<file path="src/rtl/touch_electrode_smoother_detector_defines.svh">
// Assertion macros used by the top level of the touch electrode smoother and detector.
`ifndef TOUCH_ELECTRODE_SMOOTHER_DETECTOR_DEFINES_SVH
`define TOUCH_ELECTRODE_SMOOTHER_DETECTOR_DEFINES_SVH

// same-cycle implication
`define TESD_ASSERT_NOW(label, clk, rst, ante, cons) \
  label: assert property (@(posedge clk) disable iff (rst) (ante) |-> (cons)) \
    else $error("tesd: same-cycle check failed");

// next-cycle implication
`define TESD_ASSERT_NEXT(label, clk, rst, ante, cons) \
  label: assert property (@(posedge clk) disable iff (rst) (ante) |=> (cons)) \
    else $error("tesd: next-cycle check failed");

`endif

</file>
<file path="src/rtl/tesd_pkg.sv">
// Types and constants of the touch electrode smoother and detector.
package tesd_pkg;

  localparam int SAMPLE_BITS = 10;
  localparam int INDEX_BITS  = 4;
  localparam int WEIGHT_BITS = 8;
  localparam int CFG_INDEX_BITS = 2;
  localparam int CFG_DATA_BITS  = 10;

  localparam logic [CFG_INDEX_BITS-1:0] CFG_SMOOTHING_WEIGHT  = 2'd0;
  localparam logic [CFG_INDEX_BITS-1:0] CFG_USE_BOARD_FLAG    = 2'd1;
  localparam logic [CFG_INDEX_BITS-1:0] CFG_TOUCH_THRESHOLD   = 2'd2;
  localparam logic [CFG_INDEX_BITS-1:0] CFG_RELEASE_THRESHOLD = 2'd3;

  localparam logic [WEIGHT_BITS-1:0] WEIGHT_RESET          = 8'd0;
  localparam logic [SAMPLE_BITS-1:0] TOUCH_THRESHOLD_RESET   = 10'd160;
  localparam logic [SAMPLE_BITS-1:0] RELEASE_THRESHOLD_RESET = 10'd80;

  typedef struct packed {
    logic [INDEX_BITS-1:0]  electrode_index;
    logic                   board_touch;
    logic [SAMPLE_BITS-1:0] raw_diff;
    logic [SAMPLE_BITS-1:0] raw_baseline;
    logic [SAMPLE_BITS-1:0] raw_filtered;
  } sample_t;

  typedef struct packed {
    logic [INDEX_BITS-1:0]  out_electrode;
    logic [SAMPLE_BITS-1:0] smoothed_diff;
    logic [SAMPLE_BITS-1:0] smoothed_baseline;
    logic [SAMPLE_BITS-1:0] smoothed_filtered;
    logic                   touched;
    logic                   touch_event;
    logic                   release_event;
  } result_t;

  typedef struct packed {
    logic [WEIGHT_BITS-1:0] smoothing_weight;
    logic                   use_board_flag;
    logic [SAMPLE_BITS-1:0] touch_threshold;
    logic [SAMPLE_BITS-1:0] release_threshold;
  } cfg_regs_t;

endpackage

</file>
<file path="src/rtl/tesd_cfg.sv">
// Configuration register file of the touch electrode smoother and detector.
module tesd_cfg
  import tesd_pkg::*;
(
  input  logic                      clk,
  input  logic                      rst,
  input  logic                      cfg_valid,
  output logic                      cfg_ready,
  input  logic [CFG_INDEX_BITS-1:0] cfg_index,
  input  logic [CFG_DATA_BITS-1:0]  cfg_data,
  output cfg_regs_t                 regs
);

  assign cfg_ready = 1'b1;

  always_ff @(posedge clk) begin
    if (rst) begin
      regs.smoothing_weight  <= WEIGHT_RESET;
      regs.use_board_flag    <= 1'b1;
      regs.touch_threshold   <= TOUCH_THRESHOLD_RESET;
      regs.release_threshold <= RELEASE_THRESHOLD_RESET;
    end else if (cfg_valid) begin
      unique case (cfg_index)
        CFG_SMOOTHING_WEIGHT:  regs.smoothing_weight  <= cfg_data[WEIGHT_BITS-1:0];
        CFG_USE_BOARD_FLAG:    regs.use_board_flag    <= cfg_data[0];
        CFG_TOUCH_THRESHOLD:   regs.touch_threshold   <= cfg_data[SAMPLE_BITS-1:0];
        CFG_RELEASE_THRESHOLD: regs.release_threshold <= cfg_data[SAMPLE_BITS-1:0];
        default: ;
      endcase
    end
  end

endmodule

</file>
<file path="src/rtl/tesd_blend.sv">
// Exponential smoothing of one reading: raw + w*(old-raw)/256 form of the blend.
module tesd_blend
  import tesd_pkg::*;
(
  input  logic [WEIGHT_BITS-1:0] weight,
  input  logic [SAMPLE_BITS-1:0] raw,
  input  logic [SAMPLE_BITS-1:0] old,
  output logic [SAMPLE_BITS-1:0] blended
);

  localparam int SUM_BITS = SAMPLE_BITS + WEIGHT_BITS + 2;

  logic signed [SAMPLE_BITS:0]  delta;
  logic signed [SUM_BITS-1:0]   prod;
  logic signed [SUM_BITS-1:0]   sum;

  always_comb begin
    delta = $signed({1'b0, old}) - $signed({1'b0, raw});
    prod  = $signed({{(SUM_BITS-WEIGHT_BITS){1'b0}}, weight})
          * $signed({{(SUM_BITS-SAMPLE_BITS-1){delta[SAMPLE_BITS]}}, delta});
    sum   = $signed({2'b00, raw, {WEIGHT_BITS{1'b0}}}) + prod;
  end

  assign blended = sum[SAMPLE_BITS+WEIGHT_BITS-1:WEIGHT_BITS];

endmodule

</file>
<file path="src/rtl/touch_electrode_smoother_detector.sv">
// Top level of the touch electrode smoother and detector.
// Takes one electrode sample per clock while the result sink keeps up, and returns
// one result beat per sample, registered first in the input register and then in
// the result register. Throughput is one sample per cycle when the sink is free: the
// per-electrode smoothing stores and status bits are read, blended and written back
// within the single stage between the two registers, so consecutive samples of the
// same electrode need no forwarding. Configuration is taken in any cycle; write it
// only while the block is idle. Samples whose electrode index is not below
// ELECTRODE_COUNT leave all state untouched and return zero fields apart from the
// echoed index.
`include "touch_electrode_smoother_detector_defines.svh"
module touch_electrode_smoother_detector
  import tesd_pkg::*;
#(
  parameter int ELECTRODE_COUNT = 12
) (
  input  logic                      clk,
  input  logic                      rst,
  input  logic                      sample_valid,
  output logic                      sample_ready,
  input  sample_t                   sample,
  output logic                      result_valid,
  input  logic                      result_ready,
  output result_t                   result,
  input  logic                      cfg_valid,
  output logic                      cfg_ready,
  input  logic [CFG_INDEX_BITS-1:0] cfg_index,
  input  logic [CFG_DATA_BITS-1:0]  cfg_data
);

  localparam int IDX_W = (ELECTRODE_COUNT > 1) ? $clog2(ELECTRODE_COUNT) : 1;

  cfg_regs_t regs;

  logic    hold_valid;
  sample_t hold;
  logic    advance;

  logic [SAMPLE_BITS-1:0] diff_store     [ELECTRODE_COUNT];
  logic [SAMPLE_BITS-1:0] baseline_store [ELECTRODE_COUNT];
  logic [SAMPLE_BITS-1:0] filtered_store [ELECTRODE_COUNT];
  logic [ELECTRODE_COUNT-1:0] status_bits;

  logic [31:0]            idx_wide;
  logic [IDX_W-1:0]       sel;
  logic                   in_range;
  logic [SAMPLE_BITS-1:0] diff_next;
  logic [SAMPLE_BITS-1:0] baseline_next;
  logic [SAMPLE_BITS-1:0] filtered_next;
  logic                   was;
  logic                   tev;
  logic                   rev;
  logic                   status_next;
  result_t                result_next;

  tesd_cfg u_cfg (
    .clk       (clk),
    .rst       (rst),
    .cfg_valid (cfg_valid),
    .cfg_ready (cfg_ready),
    .cfg_index (cfg_index),
    .cfg_data  (cfg_data),
    .regs      (regs)
  );

  assign advance      = hold_valid && (!result_valid || result_ready);
  assign sample_ready = !hold_valid || advance;

  assign idx_wide = 32'(hold.electrode_index);
  assign sel      = idx_wide[IDX_W-1:0];
  assign in_range = idx_wide < 32'(ELECTRODE_COUNT);

  tesd_blend u_blend_diff (
    .weight  (regs.smoothing_weight),
    .raw     (hold.raw_diff),
    .old     (diff_store[sel]),
    .blended (diff_next)
  );

  tesd_blend u_blend_baseline (
    .weight  (regs.smoothing_weight),
    .raw     (hold.raw_baseline),
    .old     (baseline_store[sel]),
    .blended (baseline_next)
  );

  tesd_blend u_blend_filtered (
    .weight  (regs.smoothing_weight),
    .raw     (hold.raw_filtered),
    .old     (filtered_store[sel]),
    .blended (filtered_next)
  );

  always_comb begin
    was = status_bits[sel];
    if (regs.use_board_flag) begin
      tev = hold.board_touch && !was;
      rev = !hold.board_touch && was;
    end else begin
      tev = (diff_next > regs.touch_threshold) && !was;
      rev = (diff_next < regs.release_threshold) && was;
    end
    status_next = tev || (was && !rev);

    result_next = '0;
    result_next.out_electrode = hold.electrode_index;
    if (in_range) begin
      result_next.smoothed_diff     = diff_next;
      result_next.smoothed_baseline = baseline_next;
      result_next.smoothed_filtered = filtered_next;
      result_next.touched           = status_next;
      result_next.touch_event       = tev;
      result_next.release_event     = rev;
    end
  end

  always_ff @(posedge clk) begin
    if (rst) begin
      hold_valid   <= 1'b0;
      result_valid <= 1'b0;
      status_bits  <= '0;
      for (int i = 0; i < ELECTRODE_COUNT; i++) begin
        diff_store[i]     <= '0;
        baseline_store[i] <= '0;
        filtered_store[i] <= '0;
      end
    end else begin
      if (sample_valid && sample_ready) begin
        hold_valid <= 1'b1;
      end else if (advance) begin
        hold_valid <= 1'b0;
      end
      if (advance) begin
        result_valid <= 1'b1;
      end else if (result_ready) begin
        result_valid <= 1'b0;
      end
      if (advance && in_range) begin
        diff_store[sel]     <= diff_next;
        baseline_store[sel] <= baseline_next;
        filtered_store[sel] <= filtered_next;
        status_bits[sel]    <= status_next;
      end
    end
  end

  always_ff @(posedge clk) begin
    if (sample_valid && sample_ready) begin
      hold <= sample;
    end
    if (advance) begin
      result <= result_next;
    end
  end

  `TESD_ASSERT_NOW(a_one_event, clk, rst, result_valid,
                   !(result.touch_event && result.release_event))
  `TESD_ASSERT_NOW(a_touch_sets_status, clk, rst, result_valid && result.touch_event,
                   result.touched)
  `TESD_ASSERT_NOW(a_release_clears_status, clk, rst, result_valid && result.release_event,
                   !result.touched)
  `TESD_ASSERT_NEXT(a_accept_fills_hold, clk, rst, sample_valid && sample_ready,
                    hold_valid)

endmodule
</file>
<file path="config.mk">
export PLATFORM = sky130hd
export DESIGN_NAME = touch_electrode_smoother_detector
export DESIGN_NICKNAME = d
export VERILOG_FILES = /design/src/rtl/tesd_pkg.sv /design/src/rtl/tesd_cfg.sv /design/src/rtl/tesd_blend.sv /design/src/rtl/touch_electrode_smoother_detector.sv
export VERILOG_INCLUDE_DIRS = /design/src /design/src/rtl
export SDC_FILE = /design/constraint.sdc
export NUM_CORES = 1
export LEC_CHECK = 0
export BUFFER_PORTS_ARGS = -buffer_cell sky130_fd_sc_hd__buf_2
export CORE_ASPECT_RATIO = 0.75
export CORE_MARGIN = 2
export CORE_UTILIZATION = 41
export DETAILED_ROUTE_END_ITERATION = 16
export PLACE_DENSITY_LB_ADDON = 0.12
export SLEW_MARGIN = 20
export SYNTH_ARGS = -nofsm -noshare
export SYNTH_HDL_FRONTEND = slang
export SYNTH_SLANG_ARGS = --single-unit
</file>
<file path="constraint.sdc">
create_clock -name clk -period 11.9 [get_ports clk]
set_input_delay 0 -clock clk [delete_from_list [all_inputs] [get_ports clk]]
set_output_delay 0 -clock clk [all_outputs]
set_load 0.005 [all_outputs]
</file>
==> impl_metrics.csv <==
group,metric,value,unit
cells_and_area,ff_latch_area,0.0175,mm2
cells_and_area,synthToLayoutAreaGrowth,14.7,%
cells_and_area,final_cell_mix,"edfxtp_1 (552), nor2_1 (436), inv_1 (354)",
cells_and_area,layout_commonest_cell,"edfxtp_1",
cells_and_area,fin_area,0.0405,mm2
sta,max_freq,0.0924,GHz
sta,worst_slew_pin_slew,1.18,ns
route,drt-initial-drc-count,1935,
cells_and_area,fillCellCount,7717,
outcome,status,"finished clean",
pwr,p_sw,2.93,mW
place,dpl_cell_area,0.0376,mm2
cts,clockBufferDepth,3,
grt,grt.overflow.total,0,
die,die_width,343,um
worst_setup_path,slowest_stage,"dfxtp_4",
route,first_pass_iters,6,
logic_synthesis,ys_ff_latch,599,
pwr,pwr-share-comb,37.5,%
cells_and_area,fin_nets,3478,
cts,numCtsBuffers,60,
sta,skew,0.0177,ns
route,drt-total-wl,97.6,mm
logic_synthesis,synth-edff-count,552,
cts,clk_latency,0.66,ns
grt,grt_pass1_vias,23800,
cts,cts_tree,"done",
place,dp_hpwl,62.3,mm
cts,cts.sinks,599,
sta,rsz0062_at_grt,"no",
sta,hold_viol_final,0,
sta,maxSlewHeadroom,20.8,%
logic_synthesis,synth_cells,2796,
pwr,p_sw_share,36.9,%
die,io_pins,92,
cts,cts-root-buf,"clkbuf_16",
place,place.gp.congestion,0.856,
logic_synthesis,yosysSeqAreaShare,49.6,%
logic_synthesis,ys_types,64,
sta,finalMaxSlewViolations,0,
worst_setup_path,end_kind,"flop",
cts,h-tree-depth,2,
logic_synthesis,ys_warn_count,0,
grt,grt_max_degree,70,
worst_setup_path,critPathArrivalTime,11.38,ns
worst_setup_path,crit_path_start_kind,"flop",
worst_setup_path,cp_max_fo,37,
die,die_h,258,um
worst_setup_path,slowest_delay,0.86,ns
logic_synthesis,synthArstFlopShare,0,%
logic_synthesis,yosys_most_used_dff,"edfxtp_1",
die,dieArea,0.0885,mm2
sta,finalHoldWorstSlack,0.0450,ns
pwr,p_leak,16.6,nW
job,maxCapViolCount,0,
logic_synthesis,syn-cell-area,0.0353,mm2
worst_setup_path,crit_type,"flop to flop",
cells_and_area,drive_gt1_share,14.6,%
pwr,seqPwrFrac,36.4,%
die,start_util,41.2,%
sta,min_period,10.83,ns
route,vias,22400,
worst_hold_path,hold_path_class,"input port to flop",
sta,setup_ws,1.07,ns
worst_setup_path,worst_path_most_repeated_cell,"fa_1",
pwr,ir_drop,139,uV
pwr,power_density,196,mW/mm2
grt,groute.usage.overall,22.6,%
route,viasPerCell,5.28,
route,routedWlPerCell,23.0,um
logic_synthesis,syn_area_per_cell,12.6,um2
worst_setup_path,required,12.46,ns
cts,clk_pin_slew,0.07,ns
route,ant_nets,0,
die,coreArea,0.0856,mm2
grt,grt_pass1_wl,148,mm
sta,finalCritPeriodShare,91.0,%
grt,antenna_found_initial,2,
sta,setup_violations,0,
place,io_buffers,90,
cells_and_area,multi_input_area,0.0164,mm2
pwr,p_clk_share,26.2,%
place,place_ws,1.11,ns
route,drc,0,
sta,fin_tns_setup,0,ns
pwr,p_int,5.01,mW
die,rows,93,
-- worst max-delay path, delay by kind of cell (launching register included) --
family | cells | cell delay, ns
AOI/OAI and AO/OA | 12 | 2.39
adders and majority gates | 8 | 3.66
and+or+nand+nor | 5 | 1.72
xor gates and xnor gates | 2 | 0.32
DFF | 1 | 0.86
buffers and inverters | 5 | 0.58
muxes | 2 | 1.16
-- repair_timing --
| action | 4_1_cts | 5_1_grt |
|---|---|---|
| hold buffers | 71 | 0 |
| setup buffers | 0 | 0 |
| setup endpoints to repair | 0 | 0 |
| endpoints found under the hold margin | 70 | 0 |
| resized for setup | 0 | 0 |
-- through the flow --
| stage | utilization (%) | power (mW) | cells |
|---|---|---|---|
| after floorplan | - | 4.78 | 2915 |
| after global placement | 43.9 | 5.84 | 4056 |
| after detailed placement | 43.9 | 5.91 | 4056 |
| after CTS | 47.2 | 8.02 | 4241 |
| after global routing | 47.3 | 8.41 | 4241 |
| final | 47.3 | 7.94 | 4243 |
-- layer usage --
| layer | global-route usage (%) | part of all wire, % | up-vias |
|---|---|---|---|
| met2 | 36.2 | 46 | 792 |
| met1 | 31.4 | 43 | 11600 |
| met4 | 7.40 | 3.7 | 0 |
| met3 | 3.67 | 7.3 | 160 |
| met5 | 0 | 0 | - |
| li1 | - | - | 9905 |
-- flip-flops by register name, indices dropped and copies added (netlist names), named ones only --
signal and flops:
status_bits 12, u_cfg.regs 29, result 37, baseline_store 160, hold 31, filtered_store 160, result_valid 1, diff_store 160
sel 4, hold_valid 1
-- Yosys cell counts (47+ instances only) --
library cell / n / area (um2)
edfxtp_1: 552 / 16600
nor2_1: 436 / 1640
inv_1: 356 / 1340
fa_1: 228 / 4560
nand2_1: 200 / 751
mux4_2: 153 / 3450
ha_1: 149 / 1860
clkbuf_1: 126 / 473
and2_1: 114 / 713
xnor2_1: 59 / 517
a21oi_1: 48 / 240
dfxtp_1: 47 / 941
-- power by group through the flow --
| stage | combinational (mW) | sequential [mW] | clock (mW) |
|---|---|---|---|
| 4_1_cts | 3.01 | 2.90 | 2.11 |
| 3_5_place_dp | 2.97 | 2.94 | 0 |
| 2_1_floorplan | 1.90 | 2.88 | 0 |
| 6_report | 2.98 | 2.89 | 2.08 |
| 3_3_place_gp | 2.91 | 2.93 | 0 |
| 5_1_grt | 3.29 | 2.92 | 2.20 |
-- path summary, 6_finish.rpt --
check | slack [ns] | startpoint | end | cells past startpoint
max | 1.07 | flop | status_bits[3] | 34
min | 0.05 | sample[17] | hold[17] | 2
max reg2reg | 1.07 | flop | status_bits[3] | 34
min reg2reg | 0.46 | u_cfg.regs[13] | u_cfg.regs[13] | 2
-- cells by family (layout without fill, tap and decap cells) --
family / count (synthesis) / count (layout) / share of synthesized area [%]
adder cells (fa/ha/maj): 377 / 377 / 18.2
flip-flops: 599 / 599 / 49.6
other: 2 / 123 / 0.0213
XOR/XNOR: 74 / 74 / 1.84
AO/OA/AOI/OAI: 188 / 188 / 3.55
buffers and inverters: 510 / 696 / 5.53
multiplexers: 169 / 169 / 10.2
AND/OR/NAND/NOR: 877 / 877 / 11.0
-- cell type report --
cell class	instances	share of cell area, %
Sequential cell	599	43.3
Clock buffer	78	4.31
Tap cell	1140	3.52
Timing Repair Buffer	226	4.10
Clock inverter	36	1.06
Antenna cell	2	0.0124
Inverter	356	3.30
Multi-Input combinational cell	1806	40.4
Power figures use the tool's default switching activity.
